**src/sv/wsd_pkg.sv**
```systemverilog
package wsd_pkg;

   // parse phase codes
   localparam logic [2:0] PH_HDR0    = 3'd0;
   localparam logic [2:0] PH_HDR1    = 3'd1;
   localparam logic [2:0] PH_EXT16   = 3'd2;
   localparam logic [2:0] PH_EXT64   = 3'd3;
   localparam logic [2:0] PH_MASK    = 3'd4;
   localparam logic [2:0] PH_PAYLOAD = 3'd5;

   // frame status codes
   localparam logic [1:0] ST_BINARY  = 2'd0;
   localparam logic [1:0] ST_IGNORED = 2'd1;
   localparam logic [1:0] ST_CLOSE   = 2'd2;
   localparam logic [1:0] ST_REJECT  = 2'd3;

   // opcodes
   localparam logic [3:0] OP_TEXT   = 4'h1;
   localparam logic [3:0] OP_BINARY = 4'h2;
   localparam logic [3:0] OP_CLOSE  = 4'h8;
   localparam logic [3:0] OP_PING   = 4'h9;

   // 7-bit length escapes
   localparam logic [6:0] LEN_EXT16 = 7'd126;
   localparam logic [6:0] LEN_EXT64 = 7'd127;

   // last byte index of the extended lengths and the mask key
   localparam logic [2:0] EXT16_LAST = 3'd1;
   localparam logic [2:0] EXT64_LAST = 3'd7;
   localparam logic [2:0] MASK_LAST  = 3'd3;

   typedef struct packed {
      logic       emit;
      logic       has_byte;
      logic [7:0] payload_byte;
      logic       frame_end;
      logic [1:0] frame_status;
   } result_type;

   function automatic logic [1:0] status_of(input logic [3:0] op);
      logic [1:0] st;
      case (op)
         OP_BINARY:         st = ST_BINARY;
         OP_TEXT, OP_PING:  st = ST_IGNORED;
         OP_CLOSE:          st = ST_CLOSE;
         default:           st = ST_REJECT;
      endcase
      return st;
   endfunction

endpackage

```
**src/sv/wsd_ifs.sv**
```systemverilog
interface wsd_req_if;
   logic       valid;
   logic       ready;
   logic [7:0] stream_byte;

   modport source (output valid, output stream_byte, input ready);
   modport sink   (input valid, input stream_byte, output ready);
endinterface

interface wsd_rsp_if;
   logic       valid;
   logic       ready;
   logic       has_byte;
   logic [7:0] payload_byte;
   logic       frame_end;
   logic [1:0] frame_status;

   modport source (output valid, output has_byte, output payload_byte,
                   output frame_end, output frame_status, input ready);
   modport sink   (input valid, input has_byte, input payload_byte,
                   input frame_end, input frame_status, output ready);
endinterface

```
**src/sv/websocket_frame_deframer_top.sv**
```systemverilog
// websocket frame deframer
// req_chan carries the framed byte stream, one byte per item. rsp_chan
// carries at most one item per input byte: a binary-frame payload byte
// (has_byte, unmasked), and/or the end of a frame (frame_end with
// frame_status: binary, ignored ping/text, close, rejected opcode).
// header bytes and payload of non-binary frames give no item, except the
// byte that finishes a frame.
// a result is registered: it is on rsp_chan in the cycle after its byte is accepted.
// throughput: one byte per cycle while the receiver keeps up; the parser state updates in the same
// cycle the byte is taken, and a single output register holds the result.
// req_chan.ready stays high while the output register is empty or being
// drained, so a byte may be taken while a result is delivered.
// when the receiver stalls with a result pending, req_chan.ready drops and
// the pending result holds until rsp_chan.ready is seen.
// reset (synchronous, active high) returns the parser to expecting the
// first header byte and empties the output register; req_chan.ready is
// held low while reset is high.
module websocket_frame_deframer_top (
   input  logic       clock,
   input  logic       reset,
   wsd_req_if.sink    req_chan,
   wsd_rsp_if.source  rsp_chan
);

   wsd_pkg::result_type step;
   logic                take;

   logic       rsp_valid_ff;
   logic       has_byte_ff;
   logic [7:0] payload_byte_ff;
   logic       frame_end_ff;
   logic [1:0] frame_status_ff;

   // take a byte when the output slot is free or emptying this cycle
   assign req_chan.ready = !reset && (!rsp_valid_ff || rsp_chan.ready);
   assign take           = req_chan.valid && req_chan.ready;

   // header walk, length count, unmask
   wsd_parser u_parser (
      .clock       (clock),
      .reset       (reset),
      .take        (take),
      .stream_byte (req_chan.stream_byte),
      .result      (step)
   );

   // output register: valid is control, payload loads only on a new result
   always_ff @(posedge clock) begin
      if (reset) begin
         rsp_valid_ff <= 1'b0;
      end else if (take) begin
         rsp_valid_ff <= step.emit;
      end else if (rsp_chan.ready) begin
         rsp_valid_ff <= 1'b0;
      end
   end

   always_ff @(posedge clock) begin
      if (take && step.emit) begin
         has_byte_ff     <= step.has_byte;
         payload_byte_ff <= step.payload_byte;
         frame_end_ff    <= step.frame_end;
         frame_status_ff <= step.frame_status;
      end
   end

   assign rsp_chan.valid        = rsp_valid_ff;
   assign rsp_chan.has_byte     = has_byte_ff;
   assign rsp_chan.payload_byte = payload_byte_ff;
   assign rsp_chan.frame_end    = frame_end_ff;
   assign rsp_chan.frame_status = frame_status_ff;

endmodule

```
**src/sv/wsd_parser.sv**
```systemverilog
module wsd_parser (
   input  logic                 clock,
   input  logic                 reset,
   input  logic                 take,
   input  logic [7:0]           stream_byte,
   output wsd_pkg::result_type  result
);

   logic [2:0]  phase_ff, phase_in;
   logic [3:0]  opcode_ff, opcode_in;
   logic        mask_ff, mask_in;
   logic [63:0] remaining_ff, remaining_in;
   logic [2:0]  hcount_ff, hcount_in;
   logic [31:0] key_ff, key_in;
   logic [1:0]  pos_ff, pos_in;

   logic        finish_len;
   logic        finish_hdr;
   logic [7:0]  key_byte;
   logic [63:0] rem_dec;
   logic        last;

   always_comb begin
      phase_in     = phase_ff;
      opcode_in    = opcode_ff;
      mask_in      = mask_ff;
      remaining_in = remaining_ff;
      hcount_in    = hcount_ff;
      key_in       = key_ff;
      pos_in       = pos_ff;
      finish_len   = 1'b0;
      finish_hdr   = 1'b0;
      result       = '0;
      rem_dec      = remaining_ff - 64'd1;
      last         = (rem_dec == 64'd0);

      case (pos_ff)
         2'd0:    key_byte = key_ff[31:24];
         2'd1:    key_byte = key_ff[23:16];
         2'd2:    key_byte = key_ff[15:8];
         default: key_byte = key_ff[7:0];
      endcase
      if (!mask_ff) begin
         key_byte = 8'd0;
      end

      unique case (phase_ff)
         wsd_pkg::PH_HDR1: begin
            mask_in      = stream_byte[7];
            hcount_in    = 3'd0;
            remaining_in = 64'd0;
            if (stream_byte[6:0] == wsd_pkg::LEN_EXT16) begin
               phase_in = wsd_pkg::PH_EXT16;
            end else if (stream_byte[6:0] == wsd_pkg::LEN_EXT64) begin
               phase_in = wsd_pkg::PH_EXT64;
            end else begin
               remaining_in = {57'd0, stream_byte[6:0]};
               finish_len   = 1'b1;
            end
         end
         wsd_pkg::PH_EXT16: begin
            remaining_in = {48'd0, remaining_ff[7:0], stream_byte};
            if (hcount_ff >= wsd_pkg::EXT16_LAST) begin
               finish_len = 1'b1;
            end else begin
               hcount_in = hcount_ff + 3'd1;
            end
         end
         wsd_pkg::PH_EXT64: begin
            remaining_in = {remaining_ff[55:0], stream_byte};
            if (hcount_ff >= wsd_pkg::EXT64_LAST) begin
               finish_len = 1'b1;
            end else begin
               hcount_in = hcount_ff + 3'd1;
            end
         end
         wsd_pkg::PH_MASK: begin
            key_in = {key_ff[23:0], stream_byte};
            if (hcount_ff >= wsd_pkg::MASK_LAST) begin
               hcount_in  = 3'd0;
               finish_hdr = 1'b1;
            end else begin
               hcount_in = hcount_ff + 3'd1;
            end
         end
         wsd_pkg::PH_PAYLOAD: begin
            pos_in       = pos_ff + 2'd1;
            remaining_in = rem_dec;
            if (last) begin
               phase_in = wsd_pkg::PH_HDR0;
            end
            if (opcode_ff == wsd_pkg::OP_BINARY) begin
               result.emit         = 1'b1;
               result.has_byte     = 1'b1;
               result.payload_byte = stream_byte ^ key_byte;
               result.frame_end    = last;
               result.frame_status = wsd_pkg::ST_BINARY;
            end else if (last) begin
               result.emit         = 1'b1;
               result.frame_end    = 1'b1;
               result.frame_status = wsd_pkg::status_of(opcode_ff);
            end
         end
         default: begin
            // first header byte, also any unused phase code
            opcode_in    = stream_byte[3:0];
            mask_in      = 1'b0;
            key_in       = 32'd0;
            pos_in       = 2'd0;
            hcount_in    = 3'd0;
            remaining_in = 64'd0;
            phase_in     = wsd_pkg::PH_HDR1;
         end
      endcase

      // length known: gather the key if masked
      if (finish_len) begin
         hcount_in = 3'd0;
         if (mask_in) begin
            phase_in = wsd_pkg::PH_MASK;
         end else begin
            finish_hdr = 1'b1;
         end
      end

      // header complete: empty frame ends here
      if (finish_hdr) begin
         if (remaining_in == 64'd0) begin
            phase_in            = wsd_pkg::PH_HDR0;
            result.emit         = 1'b1;
            result.frame_end    = 1'b1;
            result.frame_status = wsd_pkg::status_of(opcode_ff);
         end else begin
            phase_in = wsd_pkg::PH_PAYLOAD;
         end
      end
   end

   always_ff @(posedge clock) begin
      if (reset) begin
         phase_ff     <= wsd_pkg::PH_HDR0;
         opcode_ff    <= 4'd0;
         mask_ff      <= 1'b0;
         remaining_ff <= 64'd0;
         hcount_ff    <= 3'd0;
         key_ff       <= 32'd0;
         pos_ff       <= 2'd0;
      end else if (take) begin
         phase_ff     <= phase_in;
         opcode_ff    <= opcode_in;
         mask_ff      <= mask_in;
         remaining_ff <= remaining_in;
         hcount_ff    <= hcount_in;
         key_ff       <= key_in;
         pos_ff       <= pos_in;
      end
   end

endmodule

```
**src/flat_wrapper.sv**
```systemverilog
// flat-port wrapper written by rule: the top's interface ports become plain ports
module websocket_frame_deframer_top_flat 
  (clock, reset, req_chan_valid, req_chan_stream_byte, req_chan_ready, rsp_chan_valid, rsp_chan_has_byte, rsp_chan_payload_byte, rsp_chan_frame_end, rsp_chan_frame_status, rsp_chan_ready);
  wsd_req_if req_chan_i ();
  wsd_rsp_if rsp_chan_i ();
  input  logic clock;
  input  logic reset;
  input wire logic [$bits(req_chan_i.valid)-1:0] req_chan_valid;
  input wire logic [$bits(req_chan_i.stream_byte)-1:0] req_chan_stream_byte;
  output wire logic [$bits(req_chan_i.ready)-1:0] req_chan_ready;
  output wire logic [$bits(rsp_chan_i.valid)-1:0] rsp_chan_valid;
  output wire logic [$bits(rsp_chan_i.has_byte)-1:0] rsp_chan_has_byte;
  output wire logic [$bits(rsp_chan_i.payload_byte)-1:0] rsp_chan_payload_byte;
  output wire logic [$bits(rsp_chan_i.frame_end)-1:0] rsp_chan_frame_end;
  output wire logic [$bits(rsp_chan_i.frame_status)-1:0] rsp_chan_frame_status;
  input wire logic [$bits(rsp_chan_i.ready)-1:0] rsp_chan_ready;
  assign req_chan_i.valid = req_chan_valid;
  assign req_chan_i.stream_byte = req_chan_stream_byte;
  assign req_chan_ready = req_chan_i.ready;
  assign rsp_chan_valid = rsp_chan_i.valid;
  assign rsp_chan_has_byte = rsp_chan_i.has_byte;
  assign rsp_chan_payload_byte = rsp_chan_i.payload_byte;
  assign rsp_chan_frame_end = rsp_chan_i.frame_end;
  assign rsp_chan_frame_status = rsp_chan_i.frame_status;
  assign rsp_chan_i.ready = rsp_chan_ready;
  websocket_frame_deframer_top u_core (.clock(clock), .reset(reset), .req_chan(req_chan_i), .rsp_chan(rsp_chan_i));
endmodule
```
**config.mk**
```make
export PLATFORM = sky130hd
export DESIGN_NAME = websocket_frame_deframer_top_flat
export DESIGN_NICKNAME = d
export VERILOG_FILES = /design/src/sv/wsd_pkg.sv /design/src/sv/wsd_ifs.sv /design/src/sv/websocket_frame_deframer_top.sv /design/src/sv/wsd_parser.sv /design/src/flat_wrapper.sv
export SDC_FILE = /design/constraint.sdc
export NUM_CORES = 1
export LEC_CHECK = 0
export ABC_CLOCK_PERIOD_IN_PS = 6200
export BUFFER_PORTS_ARGS = -buffer_cell sky130_fd_sc_hd__buf_2
export CAP_MARGIN = 0
export CELL_PAD_IN_SITES_DETAIL_PLACEMENT = 2
export CELL_PAD_IN_SITES_GLOBAL_PLACEMENT = 2
export CORE_ASPECT_RATIO = 2
export CORE_MARGIN = 4
export CORE_UTILIZATION = 25
export CTS_CLUSTER_DIAMETER = 100
export DETAILED_ROUTE_END_ITERATION = 10
export PLACE_DENSITY = 0.55
export SLEW_MARGIN = 25
export SYNTH_ARGS = -nofsm -noshare
export SYNTH_HDL_FRONTEND = slang
export SYNTH_SLANG_ARGS = --single-unit
```
**constraint.sdc**
```tcl
create_clock -name clock -period 6.2 [get_ports clock]
set_input_delay 0.93 -clock clock [delete_from_list [all_inputs] [get_ports clock]]
set_output_delay 0.93 -clock clock [all_outputs]
set_load 0.005 [all_outputs]
```
# Word-level counts from Yosys, hierarchy flattened
# Cells that the tools add are included.
# op_classes
addsub,3
magnitude_cmp,3
eq_ne,16
n_mux,44
bitwise_logic,4
reduce_logical,21
# op_table
op,n
64-bit case mux with 5 select lines,1
64-bit zero test,2
32-bit case mux with 2 select lines,1
64-bit by 1-bit subtractor with 64-bit output (second input constant),1
3-bit two-way mux,15
8-bit case mux with 3 select lines,1
7-bit == test (second input constant),2
1-bit two-way mux,14
7-bit two-way mux,2
13-bit two-way mux,1
3-bit case mux with 4 select lines,1
4-bit OR reduction,3
9-bit two-way mux,1
3-bit case mux with 3 select lines,1
4-bit == test (second input constant),2
8-bit two-way mux,1
2-bit case mux with 2 select lines,2
2-bit AND reduction,4
8-bit bitwise XOR,1
3-bit by 2-bit == test with 1-bit output (second input constant),2
3-bit == test (second input constant),2
3-bit inequality test (second input constant),2
2-bit case mux with 3 select lines,1
5-bit OR reduction,1
22 further kinds,27
# word_totals
register_bits,122
inputBits,12
out_inout_bits,14
word_cells,103

# Depth between registers and ports, before layout
# logic_depth
ltp_word,9
ltp_mapped,13
mapped_depth_nobuf,12

# Cells and area by module
# A second synthesis with hierarchy kept.
# unflattened
hier_cells,1229
area_unflattened_um2,9072.5
# by_module_without_submodules
module,instances,cells_each,area_per_inst_um2,seq_area_each_um2
wsd_parser,1,1209,8638.3,2182.1
websocket_frame_deframer_top,1,20,434.2,380.4

# Least setup slack after synthesis
# Ideal clock, no wire load.
# synth_path
path_type,flip-flop to flip-flop
from,register u_core.u_parser.remaining_ff[0]
to,"register u_core.frame_end_ff, in the netlist u_core.rsp_chan.frame_end, enable pin"
setup_time_ps,388
arrival_time_ps,3695
required_time_ps,5812
slack_ps,2116
path_stages_with_launch,14
n_path_buf,1
period_less_slack_ps,4084
path_cell_list,dfxtp_1 -> inv_1 -> ha_1 -> nor3b_1 -> nand4_2 -> clkbuf_1 -> nor3_1 -> xor2_1 -> a221o_1 -> a221oi_1 -> nand4_1 -> nor3_1 -> nand2_1 -> a31oi_1
# synth_between
elab_chain_len,8
word_cells_on_any_way,10
cone_classes,add/sub (1); mux (6); reduce/logical (3)
# synth_lines
element,line_no,text
"start, declared",wsd_parser.sv:12,"logic [63:0] remaining_ff, remaining_in;"
"start signal, assigned",wsd_parser.sv:152,remaining_ff <= remaining_in;
64-bit by 1-bit subtractor with 64-bit output,wsd_parser.sv:34,rem_dec = remaining_ff - 64'd1;
64-bit zero test,wsd_parser.sv:35,last = (rem_dec == 64'd0);
1-bit two-way mux,wsd_parser.sv:98,end else if (last) begin
1-bit two-way mux,wsd_parser.sv:92,if (opcode_ff == wsd_pkg::OP_BINARY) begin
13-bit two-way mux,wsd_parser.sv:47,unique case (phase_ff)
1-bit two-way mux,wsd_parser.sv:128,if (remaining_in == 64'd0) begin
1-bit two-way mux (*),wsd_parser.sv:127,if (finish_hdr) begin
1-bit logical AND (*),websocket_frame_deframer_top.sv:59,if (take && step.emit) begin
"end signal, assigned",websocket_frame_deframer_top.sv:62,frame_end_ff <= step.frame_end;
"end, declared",websocket_frame_deframer_top.sv:31,logic frame_end_ff;
# Mark *: on every way between the ends. The rest lies on a longest branch, timed or not.
# A chain may end at the register's enable or synchronous reset.

# Final worst setup path
# layout_path
from,register u_core.u_parser.remaining_ff[9]
to,"register u_core.frame_end_ff, in the netlist u_core.rsp_chan.frame_end, enable pin"
# The elaborated chain is that of the path after synthesis.

==> impl_metrics.yaml <==
global_routing:
  top_usage_layer: "met2"
  grt_use_met1: 0.239
  gr-usage-met3: 0.0363
  antenna_found_initial: 0
  grtUsageMet2: 0.538
  grt_pass1_vias: 12100
  grt_pass1_wl_um: 85300
  overflow: 0
  grt_start_max_net_pins: 55
  grt_usage: 0.281
cts:
  cts_buffer_depth: 2
  cts_root_buf: "clkbuf_16"
  post_cts_buffers: 0
  cts_hold_buf: 0
  cts_max_level: 4
  cts_tree: "built"
  cts.clk_slew.worst_paths_ns: 0.07
  cts_resized: 0
  cts_buffers: 17
  clock-sinks: 122
  clock_latency_ns: 0.45
worst_setup_path:
  r2r-start: "u_core.u_parser.remaining_ff[9]$_SDFFE_PP0P_"
  worstSetupEndpointType: "flop"
  reg2reg_slack_ns: 1.17
  crit_chain: "nor4_1 > nand4_1 > nor4_4 > xnor2_1 > nand3_1 > nor3_1 > and4_1 > nor3b_1 > nand4_1 > a31oi_1 > buf_4"
  cpMostUsedCell: "nand4_1"
  critPathMaxStageDelay_ns: 0.89
  cpMaxStageDelayCell: "nor4_1"
  critPathLaunchType: "flop"
  arrival_ns: 5.18
  critPathMaxFanout: 13
  r2r_end: "u_core.rsp_chan.frame_end$_DFFE_PP_"
  required_ns: 6.35
  critPathKind: "reg2reg"
  ff2ff_path_depth: 11
sta:
  setup_tns_ns: 0
  fin_crit_ns: 5.03
  finalHoldViolCount: 0
  finalSetupViolations: 0
  skew_ns: 0.0156
  final_max_slew_viol_count: 0
  slew-limit-headroom: 0.202
  fmaxAchievable_mhz: 199
  post-route-period-util: 0.811
  rsz0062_at_grt: "false"
  worstMarginPinSlew_ns: 1.18
layout:
  final_cell_mix: "nand2_1 (168), nor2_1 (114), nand3_1 (114), dfxtp_1 (109), o21ai_0 (89)"
  drive_above_1_share: 0.126
  fill_cells: 4480
  n_antenna_cell: 0
  final_common_cell: "nand2_1"
  syn_to_final_growth_pct: 12.4
  fin_nets: 1332
  fin_cells: 1786
floorplan:
  core-area_sq_um: 37900
  dieWidth_um: 146
  pin_count: 26
  rows: 101
  fp.dieH_um: 285
  start_util: 0.253
  die-area_sq_um: 41700
detailed_routing:
  avgViaCountPerCell: 6.28
  num_vias: 11200
  drc: 0
  ant_nets: 0
  drt_wl_total_um: 59400
  drt-initial-drc-count: 754
  drtPass1Iterations: 7
  post_drt_wl_per_cell_um: 33.3
hold_path:
  min_path_cells: 2
  worst_hold_path.endpoint: "u_core.u_parser.key_ff[24]$_SDFFE_PP0P_"
  holdCritStartpoint: "u_core.u_parser.key_ff[24]$_SDFFE_PP0P_"
  hold_class: "reg2reg"
yosys:
  synth_area_leaders: "dfxtp_1 (23%), nand2_1 (6.6%), nand3_1 (6.0%)"
  yosysTopAreaCell: "dfxtp_1"
  yosysSeqAreaShare: 0.267
  synth_compound_area_frac: 0.216
  yosys-mux-area-fraction: 0.00744
  synth-adder-area-share: 0.0131
  synth_edf_count: 12
  ys_ff_latch: 122
  synth-async-reset-ratio: 0
  synth_top_family_by_area: "simple AND/OR/NAND/NOR gates"
  synthFlopType: "dfxtp_1"
  yosysWarnings: 0
  syn_nets: 1369
  synthCells: 1347
  synth-simple-area-share: 0.366
  synth_area_sq_um: 9580
  synth-xor-area-share: 0.0603
  yosysUniqueCellTypes: 90
  avgSynthCellArea_sq_um: 7.11
  synth_top_area_frac: 0.230
pwr:
  ir_drop_v: 0.000213
  finalPower_uw: 4950
  power.leakage_uw: 0.00392
  powerDensity_nw_per_um2: 459
flow_run:
  maxCapViolCount: 0
outcome:
  status: "finished clean"
placed_design:
  dp_cells: 1754
  io_buffers: 25
  gp_congestion: 1.01
  hpwl_um: 46500
## cell usage after synthesis, drive strengths merged, types with 11 or more instances
master and number:
nand2 169, clkbuf 118, nand3 117, nor2 115
dfxtp 110, o21ai 92, a21oi 72, nor4 58
nor3 51, nand4 38, xnor2 37, xor2 29
buf 27, a22oi 20, or4 17, or3 16
inv 15, edfxtp 12, o31ai 12, a222oi 11
a22o 11, a31oi 11, and3 11
## kinds of logic (layout without fill, tap and decap cells)
logic type,count (synthesis),in the layout
AO/OA/AOI/OAI,312,312
XOR/XNOR,66,66
adder cells (fa/ha/maj),10,10
buffers and inverters,161,137
flip-flops,122,122
multiplexers,7,7
AND/OR/NAND/NOR,669,669
## worst max-delay path: cells and delay by family, from the launching register on
kind	cells	cell delay, ns
flip-flops	1	0.45
buffers and inverters	1	0.26
AND/OR/NAND/NOR	8	3.52
AO/OA/AOI/OAI	1	0.30
XOR/XNOR	1	0.19
## power breakdown
part	switching, uW	total (uW)	leakage, uW	internal [uW]
Combinational	2060	2940	0.00265	881
Clock	482	1030	0.000270	550
Sequential	139	982	0.00100	843
## state kept, by name (all words and copies together) (netlist names), 2 cells and up
name,count
u_core.u_parser.opcode_ff,4
u_core.u_parser.hcount_ff,3
u_core.u_parser.remaining_ff,64
u_core.rsp_chan.payload_byte,8
u_core.u_parser.pos_ff,2
u_core.rsp_chan.frame_status,2
u_core.u_parser.key_ff,32
u_core.u_parser.phase_ff,3
## how the worst max path moves through the flow
| stage | from | end | slack (ns) |
|---|---|---|---|
| after floorplan | u_core.u_parser.remaining_ff[0]$_SDFFE_PP0P_ | u_core.rsp_chan.frame_end$_DFFE_PP_ | 2.12 |
| after global placement | u_core.u_parser.remaining_ff[0]$_SDFFE_PP0P_ | u_core.rsp_chan.payload_byte[1]$_SDFFCE_PN0P_ | 1.46 |
| after detailed placement | u_core.u_parser.remaining_ff[8]$_SDFFE_PP0P_ | u_core.rsp_chan.payload_byte[3]$_SDFFCE_PN0P_ | 1.32 |
| after CTS | u_core.u_parser.remaining_ff[9]$_SDFFE_PP0P_ | u_core.rsp_chan.payload_byte[5]$_SDFFCE_PN0P_ | 1.25 |
| after global routing | u_core.u_parser.remaining_ff[0]$_SDFFE_PP0P_ | u_core.rsp_chan.frame_status[0]$_DFFE_PP_ | 0.78 |
| final | u_core.u_parser.remaining_ff[9]$_SDFFE_PP0P_ | u_core.rsp_chan.frame_end$_DFFE_PP_ | 1.17 |
## per-layer routing
layer	wire length [um]	share of wire
met3	1980	0.033
met5	0	0
met1	18000	0.30
met2	31900	0.54
met4	7520	0.13
## metrics by stage
| step | area, sq um | hold WS, ns | setup slack, ns | util |
|---|---|---|---|---|
| 3_5_place_dp | 10200 | 0.454 | 1.32 | 0.269 |
| 3_3_place_gp | 10200 | 0.437 | 1.46 | 0.269 |
| 6_report | 10800 | 0.461 | 1.17 | 0.284 |
| 4_1_cts | 10800 | 0.463 | 1.25 | 0.284 |
| 5_1_grt | 10800 | 0.492 | 0.775 | 0.284 |
| 2_1_floorplan | 9580 | 0.431 | 2.12 | - |
## layout make-up
class	instances	area (sq um)	area share
Multi-Input combinational cell	1064	6390	0.593
Clock buffer	18	450	0.0418
Timing Repair Buffer	89	606	0.0562
Inverter	16	60.1	0.00557
Sequential cell	122	2560	0.238
Tap cell	463	579	0.0538
Clock inverter	14	123	0.0114
Power figures use the tool's default switching activity.
